===== src/hdl/cidf_pkg.sv =====
package cidf_pkg;

  localparam int DEF_TABLE_SLOTS = 64;
  localparam logic [31:0] HASH_MULT = 32'd2654435761;
  localparam int HASH_SHIFT = 16;
  localparam int US_PER_MS = 1000;
  localparam int US_W = 42;            // 32-bit ms times 1000 fits in 42 bits
  localparam int IN_TDATA_W = 168;
  localparam int OUT_TDATA_W = 240;

  typedef logic [15:0] hash_t;

  typedef struct packed {
    logic [28:0] can_id;
    logic        is_extended;
    logic [3:0]  data_length;
    logic [63:0] payload;
    logic [63:0] receive_time_us;
  } frame_t;

  typedef struct packed {
    frame_t frame;
    hash_t  hash;
  } q_item_t;

  typedef struct packed {
    logic        publish;
    logic        table_full;
    logic        new_id;
    logic [7:0]  changed_mask;
    logic [31:0] seen_count;
    logic [31:0] change_count;
    logic [31:0] publish_count;
    logic [63:0] span_us;
    logic [31:0] frame_total;
    logic [31:0] overflow_total;
  } result_t;

  typedef struct packed {
    logic used;
    logic [28:0] ident;
    logic ext;
    logic [3:0] len;
    logic [63:0] data;
    logic [63:0] pub_data;
    logic [7:0] mask;
    logic [31:0] seen;
    logic [31:0] chg;
    logic [31:0] pcnt;
    logic [63:0] first_seen;
    logic [63:0] last_seen;
    logic [63:0] last_pub;
  } entry_t;

  typedef struct packed {
    logic clearing;
    logic busy;
  } back_stat_t;

  typedef enum logic [0:0] {
    REG_MIN_INTERVAL = 1'b0,
    REG_HEARTBEAT    = 1'b1
  } reg_idx_t;

endpackage


===== src/hdl/cidf_front.sv =====
module cidf_front (
  input  logic             clk,
  input  logic             rst,
  input  logic             in_valid,
  output logic             in_ready,
  input  cidf_pkg::frame_t in_frame,
  output logic             push,
  output cidf_pkg::q_item_t push_item,
  input  logic             q_full
);
  import cidf_pkg::*;

  logic        st_valid;
  frame_t      st_frame;
  hash_t       st_hash;
  logic [31:0] prod;

  // Fibonacci hash: low 32 bits of the product, upper half kept.
  assign prod = {3'b000, in_frame.can_id} * HASH_MULT;

  assign push = st_valid && !q_full;
  assign in_ready = !st_valid || push;
  assign push_item = '{frame: st_frame, hash: st_hash};

  always_ff @(posedge clk) begin
    if (rst) begin
      st_valid <= 1'b0;
    end else if (in_ready) begin
      st_valid <= in_valid;
    end
    if (in_ready && in_valid) begin
      st_frame <= in_frame;
      st_hash  <= prod[HASH_SHIFT +: 16];
    end
  end

endmodule


===== config.mk =====
export PLATFORM = sky130hd
export DESIGN_NAME = cidf_front
export DESIGN_NICKNAME = d
export VERILOG_FILES = /design/src/hdl/cidf_pkg.sv /design/src/hdl/cidf_front.sv
export SDC_FILE = /design/constraint.sdc
export NUM_CORES = 1
export LEC_CHECK = 0
export BUFFER_PORTS_ARGS = -buffer_cell sky130_fd_sc_hd__buf_2
export CAP_MARGIN = 20
export CELL_PAD_IN_SITES_DETAIL_PLACEMENT = 0
export CELL_PAD_IN_SITES_GLOBAL_PLACEMENT = 2
export CORE_MARGIN = 2
export CORE_UTILIZATION = 25
export CTS_CLUSTER_DIAMETER = 30
export DETAILED_ROUTE_END_ITERATION = 6
export HOLD_SLACK_MARGIN = 0.1
export PLACE_DENSITY_LB_ADDON = 0.12
export SLEW_MARGIN = 20
export SYNTH_ARGS = -nofsm -noshare
export SYNTH_HDL_FRONTEND = slang
export SYNTH_SLANG_ARGS = --single-unit

===== constraint.sdc =====
create_clock -name clk -period 8.8 [get_ports clk]
set_input_delay 0.88 -clock clk [delete_from_list [all_inputs] [get_ports clk]]
set_output_delay 0.88 -clock clk [all_outputs]
set_load 0.01 [all_outputs]

==> impl_results.md <==
- DRC Markers: 0
- Finished Layout Cells: 2032
- Starting Density: 0.253
- Hold_sp: st_valid
- Sequential element share of the synthesized area: 0.403
- Final Skew: 20.0 ps
- GRT Total Usage: 0.152
- Finished Core Util: 0.314
- Commonest non-fill, non-tap cell in the layout: buf_2
- Most frequent cells in the layout: buf_2, inv_1, fa_1
- Post-route design area: 16500 um^2
- Slew HR: 0.306
- DRT Pass-1 Iters: 4
- Die Y: 235 um
- Worst skew pair latency: 490 ps
- Hold Vio Cnt, Final: 0
- Worst-path maximum fanout: 8
- Fmax: 141 MHz
- RSZ-0062 raised after global routing: no
- Vias in the first global route: 8758
- Yosys cell types: 34
- Fin crit share: 0.806
- Max H-tree Level: 4
- Synthesized area: 13300 um^2
- Core ar.: 52600 um^2
- Critical path class: in2reg
- Detailed Place HPWL: 35.3 mm
- Tmin final: 7090 ps
- Fin. max-slew vios: 0
- Rows: 84
- Root Driver: clkbuf_16
- Post-Syn Area per Cell: 13.8 um^2
- DR vias/cell: 3.97
- Die W: 235 um
- Post-CTS setup buffer count: 0
- Mapped Nets: 1491
- Gp weighted congestion: 0.783
- Max Cap Viol: 0
- Routed via count: 8071
- Synth Warn #: 0
- Synthesis-stage register bit count: 179
- Clock Sinks: 179
- Worst setup path startpoint: in_frame[135]
- Area Overhead vs Synth: 24.0%
- DRT antenna net count: 0
- Crit path capture type: flip-flop
- Origin of the critical flop-to-flop path: st_valid
- Final setup fails: 0
- Critical Path RT: 9010 ps
- CTS tree: yes
- Initial antenna violation count: 7
- Num CTS Buffers: 17
- TNS Setup: 0 ps
- Post-Place Cell Area: 15900 um^2
- First-pass GRT wire length: 60.0 mm
- Worst Path Arrival: 7300 ps
- PortBufs: 345
- Placed cells: 1997
- Cells after synthesis: 962
- Clock transition at path regs: 70 ps
- Layout cell share with drive strength beyond 1: 0.286
- Max clock buf depth: 2
- CTS-repair resized insts: 0
- Type of origin of the critical path: primary input
- CTS Hold Bufs: 0
- Die Area: 55100 um^2
- Routed wire per std cell: 20.1 um
- Final nets: 1857
- Largest net degree at the start of global routing: 80
- Iter 0 DRT Violations: 287
- I/O pin total: 346
- Worst-Margin Slew: 1040 ps
- Drt total wl: 40.8 mm
- Status: complete, no violations
- Total gr overflow: 0
- Worst min path class: reg2reg
## worst max-delay path, stage by stage
cell      delay, ps
buf_2           210
inv_1            90
fa_1            660
xnor2_1         110
ha_1            320
fa_1            500
inv_1            50
fa_1            460
fa_1            490
fa_1            450
fa_1            510
inv_1            50
fa_1            430
ha_1            340
a211oi_1        250
nand4_1         130
a211oi_2        290
nor2_1          170
a31oi_1         390
o21a_1          260
o21ai_1         100
xnor2_1         130
## synth_stat cells
master / instances / area, um^2
inv_1: 283 / 1060
fa_1: 185 / 3700
edfxtp_1: 178 / 5350
ha_1: 178 / 2230
xnor2_1: 44 / 385
a21oi_1: 18 / 90.1
nand2_1: 11 / 41.3
nor2_1: 9 / 33.8
xor2_1: 7 / 61.3
nand3_1: 5 / 25.0
nor2b_1: 5 / 31.3
nand4_1: 4 / 25.0
o21ai_0: 4 / 20.0
o21a_1: 3 / 22.5
a21o_1: 2 / 15.0
a221oi_1: 2 / 17.5
and3_1: 2 / 12.5
nand2b_1: 2 / 12.5
o211ai_1: 2 / 15.0
o21ai_1: 2 / 10.0
o21bai_1: 2 / 15.0
or2_2: 2 / 12.5
a211oi_1: 1 / 7.51
a211oi_2: 1 / 12.5
a21boi_0: 1 / 7.51
a21oi_2: 1 / 8.76
a31oi_1: 1 / 6.26
and2_1: 1 / 6.26
dfxtp_1: 1 / 20.0
mux2i_1: 1 / 10.0
nor3_1: 1 / 5.00
o311ai_0: 1 / 8.76
o31ai_1: 1 / 7.51
o41ai_2: 1 / 16.3
## worst paths after layout
kind,end,slack (ps),cells past startpoint
setup / recovery,st_hash[15],1710,22
hold / removal,st_valid,510,2
setup reg to reg,push_item[95],6360,3
hold reg to reg,st_valid,510,2
## cells by family (layout without fill, tap and decap cells)
| group | after synthesis | count (layout) | share of synthesized area |
|---|---|---|---|
| AOI/OAI and AO/OA | 43 | 43 | 0.0211 |
| other | 0 | 3 | 0 |
| muxes | 1 | 1 | 0.000753 |
| xor gates and xnor gates | 51 | 51 | 0.0336 |
| buffers and inverters | 283 | 662 | 0.0799 |
| and+or+nand+nor | 42 | 42 | 0.0154 |
| DFF | 179 | 179 | 0.403 |
| adders and majority gates | 363 | 363 | 0.446 |
## sequential cells by signal, indices dropped and copies added (netlist names)
| signal | count |
|---|---|
| st_valid | 1 |
| push_item | 162 |
| st_hash | 16 |
## through the flow
stage	hold WS (ps)	worst slack, ps
floorplan	465	1920
global placement	489	1160
detailed placement	503	1080
CTS	506	1620
global route	533	1280
finish	512	1710
## cell type report
type / instances / area [um^2]
antenna: 3 / 7.51
clock buffer: 18 / 429
clock inverter: 14 / 149
fill: 5482 / 36100
inverter: 283 / 1060
multi-input combinational: 500 / 6880
sequential: 179 / 5370
tap: 688 / 861
timing repair buffer: 347 / 1740
## routing by layer
layer	track usage	part of all wire	wire, um
met1	0.189	0.43	17700
met2	0.257	0.49	19900
met3	0.0462	0.060	2460
met4	0.0389	0.019	791
met5	0	0.00024	10
Power is left out: the tool's default activity adds up to more than one toggle a clock period on the data nets, which glitch-free logic cannot reach.
