## src/hdl/cidf_pkg.sv

```systemverilog
package cidf_pkg;

  localparam int DEF_TABLE_SLOTS = 64;
  localparam logic [31:0] HASH_MULT = 32'd2654435761;
  localparam int HASH_SHIFT = 16;
  localparam int US_PER_MS = 1000;
  localparam int US_W = 42;            // 32-bit ms times 1000 fits in 42 bits
  localparam int IN_TDATA_W = 168;
  localparam int OUT_TDATA_W = 240;

  typedef logic [15:0] hash_t;

  typedef struct packed {
    logic [28:0] can_id;
    logic        is_extended;
    logic [3:0]  data_length;
    logic [63:0] payload;
    logic [63:0] receive_time_us;
  } frame_t;

  typedef struct packed {
    frame_t frame;
    hash_t  hash;
  } q_item_t;

  typedef struct packed {
    logic        publish;
    logic        table_full;
    logic        new_id;
    logic [7:0]  changed_mask;
    logic [31:0] seen_count;
    logic [31:0] change_count;
    logic [31:0] publish_count;
    logic [63:0] span_us;
    logic [31:0] frame_total;
    logic [31:0] overflow_total;
  } result_t;

  typedef struct packed {
    logic used;
    logic [28:0] ident;
    logic ext;
    logic [3:0] len;
    logic [63:0] data;
    logic [63:0] pub_data;
    logic [7:0] mask;
    logic [31:0] seen;
    logic [31:0] chg;
    logic [31:0] pcnt;
    logic [63:0] first_seen;
    logic [63:0] last_seen;
    logic [63:0] last_pub;
  } entry_t;

  typedef struct packed {
    logic clearing;
    logic busy;
  } back_stat_t;

  typedef enum logic [0:0] {
    REG_MIN_INTERVAL = 1'b0,
    REG_HEARTBEAT    = 1'b1
  } reg_idx_t;

endpackage

```

## src/hdl/cidf_fifo.sv

```systemverilog
module cidf_fifo (
  input  logic              clk,
  input  logic              rst,
  input  logic              push,
  input  cidf_pkg::q_item_t push_item,
  output logic              full,
  input  logic              pop,
  output cidf_pkg::q_item_t pop_item,
  output logic              valid
);
  import cidf_pkg::*;

  q_item_t    store [2];
  logic       wr_ptr;
  logic       rd_ptr;
  logic [1:0] count;

  assign full = (count == 2'd2);
  assign valid = (count != 2'd0);
  assign pop_item = store[rd_ptr];

  always_ff @(posedge clk) begin
    if (rst) begin
      wr_ptr <= 1'b0;
      rd_ptr <= 1'b0;
      count  <= 2'd0;
    end else begin
      if (push) wr_ptr <= ~wr_ptr;
      if (pop) rd_ptr <= ~rd_ptr;
      priority if (push && !pop) begin
        count <= count + 2'd1;
      end else if (pop && !push) begin
        count <= count - 2'd1;
      end
    end
    if (push) store[wr_ptr] <= push_item;
  end

endmodule

```

## config.mk

```make
export PLATFORM = sky130hd
export DESIGN_NAME = cidf_fifo
export DESIGN_NICKNAME = d
export VERILOG_FILES = /design/src/hdl/cidf_pkg.sv /design/src/hdl/cidf_fifo.sv
export SDC_FILE = /design/constraint.sdc
export NUM_CORES = 1
export LEC_CHECK = 0
export BUFFER_PORTS_ARGS = -buffer_cell sky130_fd_sc_hd__buf_2
export CORE_MARGIN = 4
export CORE_UTILIZATION = 48
export CTS_CLUSTER_SIZE = 16
export DETAILED_ROUTE_END_ITERATION = 10
export PLACE_DENSITY = 0.79
export SYNTH_ARGS = -nofsm -noshare
export SYNTH_HDL_FRONTEND = slang
export SYNTH_SLANG_ARGS = --single-unit
```

## constraint.sdc

```tcl
create_clock -name clk -period 12.9 [get_ports clk]
set_clock_uncertainty 0.15 [all_clocks]
set_input_delay 1.935 -clock clk [delete_from_list [all_inputs] [get_ports clk]]
set_output_delay 1.935 -clock clk [all_outputs]
set_load 0.01 [all_outputs]
```

==> impl_metrics.yaml, run 1 <==
synthesis:
  synth_warnings: 0
  yosysSeqAreaShare: 0.801
  avgSynthCellArea_um2: 23.4
  ys_top_cells_by_count: "edfxtp_1 (356), mux2_4 (101), mux2_2 (77)"
  yosys.cell_count.top_type: "edfxtp_1"
  ys_seq_elements: 361
  yosysUniqueCellTypes: 17
  synthTopCellsByArea: "edfxtp_1 (79%), mux2_4 (11%), mux2_2 (6.4%), buf_6 (1.3%), dfxtp_1 (0.74%)"
  syn_inst: 576
  synth_edf_count: 356
  synth_flop_cell: "edfxtp_1"
  synth_area_leader_cell: "edfxtp_1"
  synth_nets: 759
  synth_top_area_frac: 0.793
  synth-async-reset-ratio: 0
  syn_area_um2: 13500
global_route:
  antenna_found_initial: 6
  grt_max_degree: 179
  grt_remaining_overflow: 0
  grtUsageTotal: 0.165
  grt_pass1_wl_um: 39400
  grt_pass1_vias: 7159
clock_network:
  cts.sinks: 361
  clockBufferDepth: 3
  clk-insertion-delay-late_ns: 0.49
  cts_setup_buffers: 0
  cts_hold_buf: 0
  cts_tree: "yes"
  htreeDepth: 2
  cts_resized: 0
  clk_transition_reported_paths_ns: 0.06
  cts_buffers: 37
  cts_root_buf: "clkbuf_16"
cells_and_area:
  fin_area_um2: 16700
  drive_above_1_share: 0.601
  nets: 1143
  final_cells: 1366
  multiInputGateArea_um2: 2500
  fillers: 2021
  seq_area_um2: 10800
  area_delta_synth_final_pct: 24.1
pwr:
  power.switching_w: 0.000568
  p_leak_nw: 6.47
  p_int_w: 0.00208
  power_per_cell_area_nw_per_um2: 159
  netSwitchingFraction: 0.214
  total_power_w: 0.00265
  ir_drop_uv: 114
  seqPwrFrac: 0.528
  p_comb_frac: 0.112
  clock_power_share: 0.361
placed_design:
  portBuffers: 361
  hpwlAfterDp_um: 17600
  placed_cell_area_um2: 15600
  gp_congestion: 0.764
  dp_cells: 1299
timing:
  report.final.setup_viol: 0
  hold_viol_final: 0
  finalCriticalPeriod_ns: 5.24
  fin_crit_sh: 0.406
  tightest_slew_ns: 1.08
  setup-tns-final_ns: 0
  rsz0062_at_grt: "false"
  maxSlewHeadroom: 0.280
  maxSlewViolCount: 0
  clock.fmax_mhz: 191
floorplan:
  core_area_um2: 27700
  fp.dieH_um: 176
  ios: 362
  dieArea_um2: 30800
  start_util: 0.486
  rows: 61
  fp.dieW_um: 176
worst_setup_path:
  worstPathArrival_ns: 3.15
  worstPathRequired_ns: 10.81
  critPathLaunchType: "register"
  worst_setup_path_end_kind: "output port"
  critical_path_class: "register to output port"
  cp_max_fo: 65
routing:
  wl_per_cell_um: 19.4
  ant_nets: 0
  routed_via_density: 4.92
  drtIter0Drc: 455
  drt_first_pass_iters: 4
  wl_um: 26500
  route.detailed.drc: 0
  vias: 6725
run_status:
  status: "complete, no violations"
flow_run:
  maxCapViolCount: 0
hold_path:
  worstHoldPathType: "register to register"
[cell usage in the layout (no fill, tap or decap), drive strengths merged]
| cell type | instances |
|---|---|
| inv | 2 |
| edfxtp | 356 |
| a21oi | 1 |
| xnor2 | 2 |
| buf | 365 |
| or2 | 1 |
| diode | 5 |
| bufinv | 2 |
| and2 | 1 |
| clkbuf | 45 |
| mux2 | 178 |
| o21ai | 1 |
| or3 | 1 |
| clkinv | 14 |
| nor2 | 4 |
| ha | 1 |
| xor2 | 2 |
| dfxtp | 5 |
| nor2b | 2 |
[logic make-up after synthesis]
| logic type | after synthesis | share of synthesized area |
|---|---|---|
| DFF | 361 | 0.801 |
| muxes | 178 | 0.177 |
| buffers and inverters | 21 | 0.0147 |
| and+or+nand+nor | 9 | 0.00344 |
| xor gates and xnor gates | 4 | 0.00260 |
| AOI/OAI and AO/OA | 2 | 0.000742 |
| adders and majority gates | 1 | 0.000928 |
[critical path: stages, from the launching register on]
cell	delay (ns)
dfxtp_4	1.04
buf_4	0.97
mux2_2	0.43
buf_2	0.14
[stage by stage]
stage / utilization / hold WS (ns) / setup WS, ns
6_report: 0.604 / 0.377 / 7.66
5_1_grt: 0.604 / 0.425 / 7.47
4_1_cts: 0.603 / 0.382 / 7.59
3_5_place_dp: 0.564 / 0.367 / 8.13
3_3_place_gp: 0.564 / 0.333 / 8.15
2_1_floorplan: - / 0.306 / 2.39
[power by group through the flow]
stage / registers, W / clock network (W) / logic (W)
floorplan: 0.00142 / 0 / 0.000189
global placement: 0.00142 / 0 / 0.000296
detailed placement: 0.00142 / 0 / 0.000300
CTS: 0.00140 / 0.000986 / 0.000302
global route: 0.00140 / 0.00104 / 0.000318
finish: 0.00140 / 0.000957 / 0.000296
[layer usage]
layer,up-vias,part of all wire,global-route usage
met5,-,0.00049,0
met4,2,0.025,0.0517
met3,51,0.085,0.0465
met2,308,0.51,0.285
met1,3290,0.38,0.204
li1,3074,-,-
[cell type report]
type | instances | share of cell area
clock inverters | 17 | 0.00756
inverters | 1 | 0.000224
flip-flops and latches | 361 | 0.645
well taps | 378 | 0.0283
diodes | 5 | 0.000748
repair buffers | 365 | 0.111
multi-input cells | 194 | 0.149
clock buffers | 45 | 0.0572
[state kept, by name, summed over array words and instances (netlist names), named ones only]
register and count:
count 2, rd_ptr 1, store 356, wr_ptr 1
[worst paths after layout]
| kind | start | end | slack [ns] | cells past startpoint |
|---|---|---|---|---|
| max | register | pop_item[15] | 7.66 | 3 |
| min | rd_ptr | register | 0.38 | 2 |
| max reg2reg | wr_ptr | store[1][60] | 10.91 | 2 |
| min reg2reg | rd_ptr | register | 0.38 | 2 |
(Power assumes the default switching activity.)
==> run 2: changes to the inputs <==
--- a/config.mk
+++ b/config.mk
@@ -5,12 +5,13 @@
 export SDC_FILE = /design/constraint.sdc
 export NUM_CORES = 1
 export LEC_CHECK = 0
+export ABC_AREA = 1
 export BUFFER_PORTS_ARGS = -buffer_cell sky130_fd_sc_hd__buf_2
 export CORE_MARGIN = 4
-export CORE_UTILIZATION = 48
+export CORE_UTILIZATION = 47
 export CTS_CLUSTER_SIZE = 16
 export DETAILED_ROUTE_END_ITERATION = 10
-export PLACE_DENSITY = 0.79
+export PLACE_DENSITY = 0.8
 export SYNTH_ARGS = -nofsm -noshare
 export SYNTH_HDL_FRONTEND = slang
 export SYNTH_SLANG_ARGS = --single-unit
==> constraint.sdc (replaced) <==
create_clock -name clk -period 4.4 [get_ports clk]
set_clock_uncertainty 0.15 [all_clocks]
set_input_delay 0.66 -clock clk [delete_from_list [all_inputs] [get_ports clk]]
set_output_delay 0.66 -clock clk [all_outputs]
set_load 0.01 [all_outputs]
==> run 2 against run 1 <==
Critical path depth unchanged. Power rose to 2.9 times the previous value. Sequential power rose to 2.9 times the previous value. Final area up 0.40%. Global-route usage down 0.26 points. Combinational power rose to 2.8 times the previous value. Clock power rose to 2.9 times the previous value. Synthesized cell count up 1.9%. Core utilization down 0.58 points. Die area up 2.2%. Worst hold slack worse by 0.18 ns.
==> impl_metrics.yaml, run 2 <==
synthesis:
  ys_top_cells_by_count: "edfxtp_1 (356), mux2_4 (101), mux2_2 (77)"
  synth_top_area_frac: 0.792
  yosysSeqAreaShare: 0.800
  ys_seq_elements: 361
  synth_nets: 770
  syn_inst: 587
  synth_area_leader_cell: "edfxtp_1"
  yosys.cell_count.top_type: "edfxtp_1"
  synthTopCellsByArea: "edfxtp_1 (79%), mux2_4 (11%), mux2_2 (6.4%), buf_6 (1.3%), dfxtp_1 (0.74%)"
  avgSynthCellArea_um2: 23.0
  yosysUniqueCellTypes: 16
  synth_edf_count: 356
  synth-async-reset-ratio: 0
  syn_area_um2: 13500
  synth_warnings: 0
  synth_flop_cell: "edfxtp_1"
placed_design:
  portBuffers: 361
  pre_cts_ws_ns: 1.59
  hpwlAfterDp_um: 18400
  placed_cell_area_um2: 15700
  gp_congestion: 0.741
clock_network:
  cts_root_buf: "clkbuf_16"
  clockBufferDepth: 3
  clk_transition_reported_paths_ns: 0.06
  cts_tree: "yes"
  cts_hold_buf: 0
  cts_buffers: 37
  clk-insertion-delay-late_ns: 0.50
  cts_resized: 0
  htreeDepth: 2
  cts_setup_buffers: 0
  cts.sinks: 361
routing:
  wl_met1_um: 9840
  wl_met3_um: 3110
  wl_per_cell_um: 19.5
  wl_um: 26900
  drt_first_pass_iters: 4
  wl_met2_um: 13100
  routed_via_density: 4.87
  drtIter0Drc: 416
  vias: 6730
  ant_nets: 0
  top_layer: "met5"
  route.detailed.drc: 0
cells_and_area:
  most-common-layout-cells: "buf_2 (361), edfxtp_1 (356), mux2_4 (101)"
  drive_above_1_share: 0.601
  fin_area_um2: 16800
  top_register: "store"
  nets: 1162
  largest_reg_flops: 356
  area_delta_synth_final_pct: 24.4
  fillers: 2062
  layout_commonest_cell: "buf_2"
  top_regs: "store (356), count (2)"
timing:
  fin_crit_sh: 0.723
  setup-tns-final_ns: 0
  rsz0062_at_grt: "false"
  clock.fmax_mhz: 314
  tightest_slew_ns: 1.01
  finalCriticalPeriod_ns: 3.18
  maxSlewHeadroom: 0.330
  hold_viol_final: 0
  maxSlewViolCount: 0
  fin_ws_ns: 1.22
  report.final.setup_viol: 0
worst_setup_path:
  worstPathRequired_ns: 3.59
  critical_path_class: "register to output port"
  cp_max_fo: 50
  worst_setup_path_end_kind: "output port"
  critPathLaunchType: "register"
  worstPathArrival_ns: 2.37
floorplan:
  ios: 362
  start_util: 0.480
  fp.dieH_um: 177
  core_area_um2: 28100
  rows: 61
  dieArea_um2: 31500
  fp.dieW_um: 177
global_route:
  grt_pass1_wl_um: 39600
  antenna_found_initial: 7
  grt_pass1_vias: 7107
  grt_max_degree: 110
  grt_remaining_overflow: 0
  grtUsageTotal: 0.163
pwr:
  p_int_w: 0.00597
  p_leak_nw: 6.51
  clock_power_share: 0.359
  netSwitchingFraction: 0.217
  power.switching_w: 0.00165
  p_comb_frac: 0.109
  seqPwrFrac: 0.532
  power_per_cell_area_nw_per_um2: 454
  ir_drop_uv: 331
run_status:
  status: "complete, no violations"
hold_path:
  worstHoldPathType: "input port to register"
flow_run:
  maxCapViolCount: 0
-- run 2: cell count changes after synthesis, moves of 2 or more --
cell     change
nand2_1      +6
nor2_1       +2
inv_1        +8
xor2_1       -2
nor2b_1      -2
-- run 2: routing by layer --
metal  vias up  track usage
met4         8       0.0516
li1       3103            -
met5         -            0
met2       308        0.271
met1      3254        0.192
met3        57       0.0688
-- run 2: kinds of logic (layout without fill, tap and decap cells) --
logic type / after synthesis / after routing / share of synthesized area
flops: 361 / 361 / 0.800
mux: 178 / 178 / 0.177
buf+inv: 29 / 442 / 0.0169
simple gates: 15 / 15 / 0.00454
compound gates: 2 / 2 / 0.000741
fa+ha+maj: 1 / 1 / 0.000927
xor+xnor: 1 / 1 / 0.000649
other cells: 0 / 3 / 0
-- run 2: final timing paths --
path	start	to	slack, ns	depth (start not counted)
max reg2reg	wr_ptr	store[1][77]	1.99	4
min reg2reg	rd_ptr	rd_ptr	0.38	2
max	register	pop_item[70]	1.22	3
min	push_item[94]	store[0][94]	0.19	1
-- run 2: area by class of cell --
type,instances,area (um^2),area share
Multi-Input combinational cell,197,2480,0.148
Clock inverter,13,75.1,0.00447
Tap cell,378,473,0.0282
Antenna cell,3,7.51,0.000447
Sequential cell,361,10800,0.643
Clock buffer,47,973,0.0580
Timing Repair Buffer,373,1950,0.116
Inverter,9,37.5,0.00224
-- run 2: power groups by stage --
stage	clock network, W	logic, W	registers [W]
after floorplan	0	0.000523	0.00410
after global placement	0	0.000832	0.00411
after detailed placement	0	0.000846	0.00412
after CTS	0.00281	0.000850	0.00405
after global routing	0.00298	0.000899	0.00407
final	0.00273	0.000833	0.00405
-- run 2: critical path: stages (launching register included) --
cell and delay [ns]:
dfxtp_4 0.85, buf_4 0.48, mux2_4 0.34, buf_2 0.14
-- run 2: through the flow --
step	cells	hold WS, ns	power [W]	util
floorplan	587	0.330	0.00462	-
CTS	1378	0.170	0.00771	0.598
finish	1381	0.193	0.00762	0.598
global placement	1318	0.344	0.00494	0.560
detailed placement	1318	0.361	0.00497	0.560
global route	1380	0.165	0.00795	0.598
==> run 3: changes to the inputs <==
==> constraint.sdc (replaced) <==
create_clock -name clk -period 2.7 [get_ports clk]
set_clock_uncertainty 0.15 [all_clocks]
set_input_delay 0.405 -clock clk [delete_from_list [all_inputs] [get_ports clk]]
set_output_delay 0.405 -clock clk [all_outputs]
set_load 0.01 [all_outputs]
==> run 3 against run 2 <==
Sequential power up 62%. Critical path depth stayed put. Largest cell class unchanged. Clock-buffer cell count unchanged. Power is 72% higher. Combinational power grew 99%. Final area is 12% higher. Via count grew 13%. First-iteration DRC count rose by 9.9%. Non-clock buffer count grew 185. Register-to-register slack lost 0.99 ns.
==> impl_metrics.yaml, run 3 (synthesized netlist as in run 2, its figures left out) <==
global_route:
  grt_pass1_vias: 8370
  grt_max_degree: 73
  grtUsageTotal: 0.192
  grt_remaining_overflow: 0
  antenna_found_initial: 1
  grt_pass1_wl_um: 46900
timing:
  maxSlewHeadroom: 0.661
  hold_viol_final: 0
  clock.fmax_mhz: 415
  report.final.setup_viol: 0
  maxSlewViolCount: 0
  finalCriticalPeriod_ns: 2.41
  rsz0062_at_grt: "false"
  fin_crit_sh: 0.893
  tightest_slew_ns: 0.508
  fin_ws_ns: 0.290
clock_network:
  clockBufferDepth: 3
  htreeDepth: 2
  cts.sinks: 361
  cts_tree: "yes"
  cts_setup_buffers: 0
  cts_buffers: 37
  cts_root_buf: "clkbuf_16"
  clk-insertion-delay-late_ns: 0.50
  clk_transition_reported_paths_ns: 0.06
pwr:
  p_comb_frac: 0.126
  power.switching_w: 0.00288
  power_per_cell_area_nw_per_um2: 697
  p_int_w: 0.0103
  clock_power_share: 0.373
  ir_drop_uv: 472
  seqPwrFrac: 0.501
  p_leak_nw: 7.38
  netSwitchingFraction: 0.219
cells_and_area:
  most-common-layout-cells: "buf_2 (361), edfxtp_1 (356), dlygate4sd3_1 (179)"
  area_delta_synth_final_pct: 39.6
  layout_commonest_cell: "buf_2"
  nets: 1347
  largest_reg_flops: 356
  fin_area_um2: 18800
  top_register: "store"
  drive_above_1_share: 0.514
  top_regs: "store (356), count (2)"
routing:
  ant_nets: 0
  wl_per_cell_um: 19.8
  route.detailed.drc: 0
  vias: 7594
  routed_via_density: 4.83
  drt_first_pass_iters: 4
  drtIter0Drc: 457
  wl_um: 31200
worst_setup_path:
  cp_max_fo: 66
  worstPathRequired_ns: 2.14
  worstPathArrival_ns: 1.85
  worst_setup_path_end_kind: "output port"
  critical_path_class: "register to output port"
  critPathLaunchType: "register"
placed_design:
  pre_cts_ws_ns: 0.795
  portBuffers: 361
  hpwlAfterDp_um: 18900
  gp_congestion: 0.742
  placed_cell_area_um2: 15900
hold_path:
  worstHoldPathType: "input port to register"
floorplan:
  core_area_um2: 28100
  start_util: 0.480
  rows: 61
  ios: 362
  fp.dieH_um: 177
  fp.dieW_um: 177
  dieArea_um2: 31500
flow_run:
  maxCapViolCount: 0
run_status:
  status: "complete, no violations"
## run 3: cell types whose count changed in the layout (fill, tap and decap cells not counted), moves of 2 or more
| cell | previous run | this run |
|---|---|---|
| buf_12 | 4 | 8 |
| buf_4 | 8 | 10 |
| bufinv_16 | 0 | 2 |
| clkbuf_1 | 9 | 6 |
| clkbuf_16 | 37 | 39 |
| clkinv_1 | 4 | 10 |
| diode_2 | 3 | 1 |
| dlygate4sd3_1 | 0 | 179 |
## run 3: area by class of cell
type,count,area [um^2]
sequential,361,10800
fill,1806,9250
timing repair buffer,558,3830
multi-input combinational,197,2500
clock buffer,47,1030
tap,378,473
clock inverter,20,154
inverter,9,50.0
antenna,1,2.50
## run 3: what timing repair did
action | in CTS | in global routing
hold buffers | 179 | 0
resized for setup | 0 | 0
hold endpoints to repair | 359 | 0
## run 3: layer usage
metal  vias up  global-route usage  share of wire
met5         -                   0              0
met4         0              0.0603          0.026
met3        53              0.0545          0.085
met2       359               0.335           0.51
met1      3699               0.233           0.38
li1       3483                   -              -
## run 3: final timing paths
kind | from | end | slack (ns) | cells past startpoint
setup / recovery | register | pop_item[95] | 0.29 | 3
hold / removal | pop | rd_ptr | 0.05 | 3
setup reg to reg | wr_ptr | store[1][122] | 1.00 | 3
hold reg to reg | rd_ptr | rd_ptr | 0.37 | 2
## run 3: critical path, cell delays in order, from the launching register on
cell and delay (ns):
dfxtp_4 0.39, buf_12 0.41, mux2_4 0.36, buf_2 0.14
## run 3: power groups by stage
stage	Combinational, W	Sequential, W	Clock (W)
after detailed placement	0.00144	0.00669	0
after CTS	0.00166	0.00657	0.00497
after global routing	0.00177	0.00660	0.00525
after floorplan	0.000855	0.00669	0
final	0.00166	0.00658	0.00490
after global placement	0.00141	0.00667	0
## run 3: per-stage QoR
stage               hold WS (ns)  total power [W]  cells  TNS, ns  utilization
global route              0.0805           0.0136   1571        0        0.671
detailed placement         0.369          0.00813   1324        0        0.565
floorplan                  0.327          0.00754    587  -330.95            -
global placement           0.349          0.00808   1324        0        0.565
CTS                       0.0311           0.0132   1570        0        0.670
finish                    0.0503           0.0131   1571        0        0.671
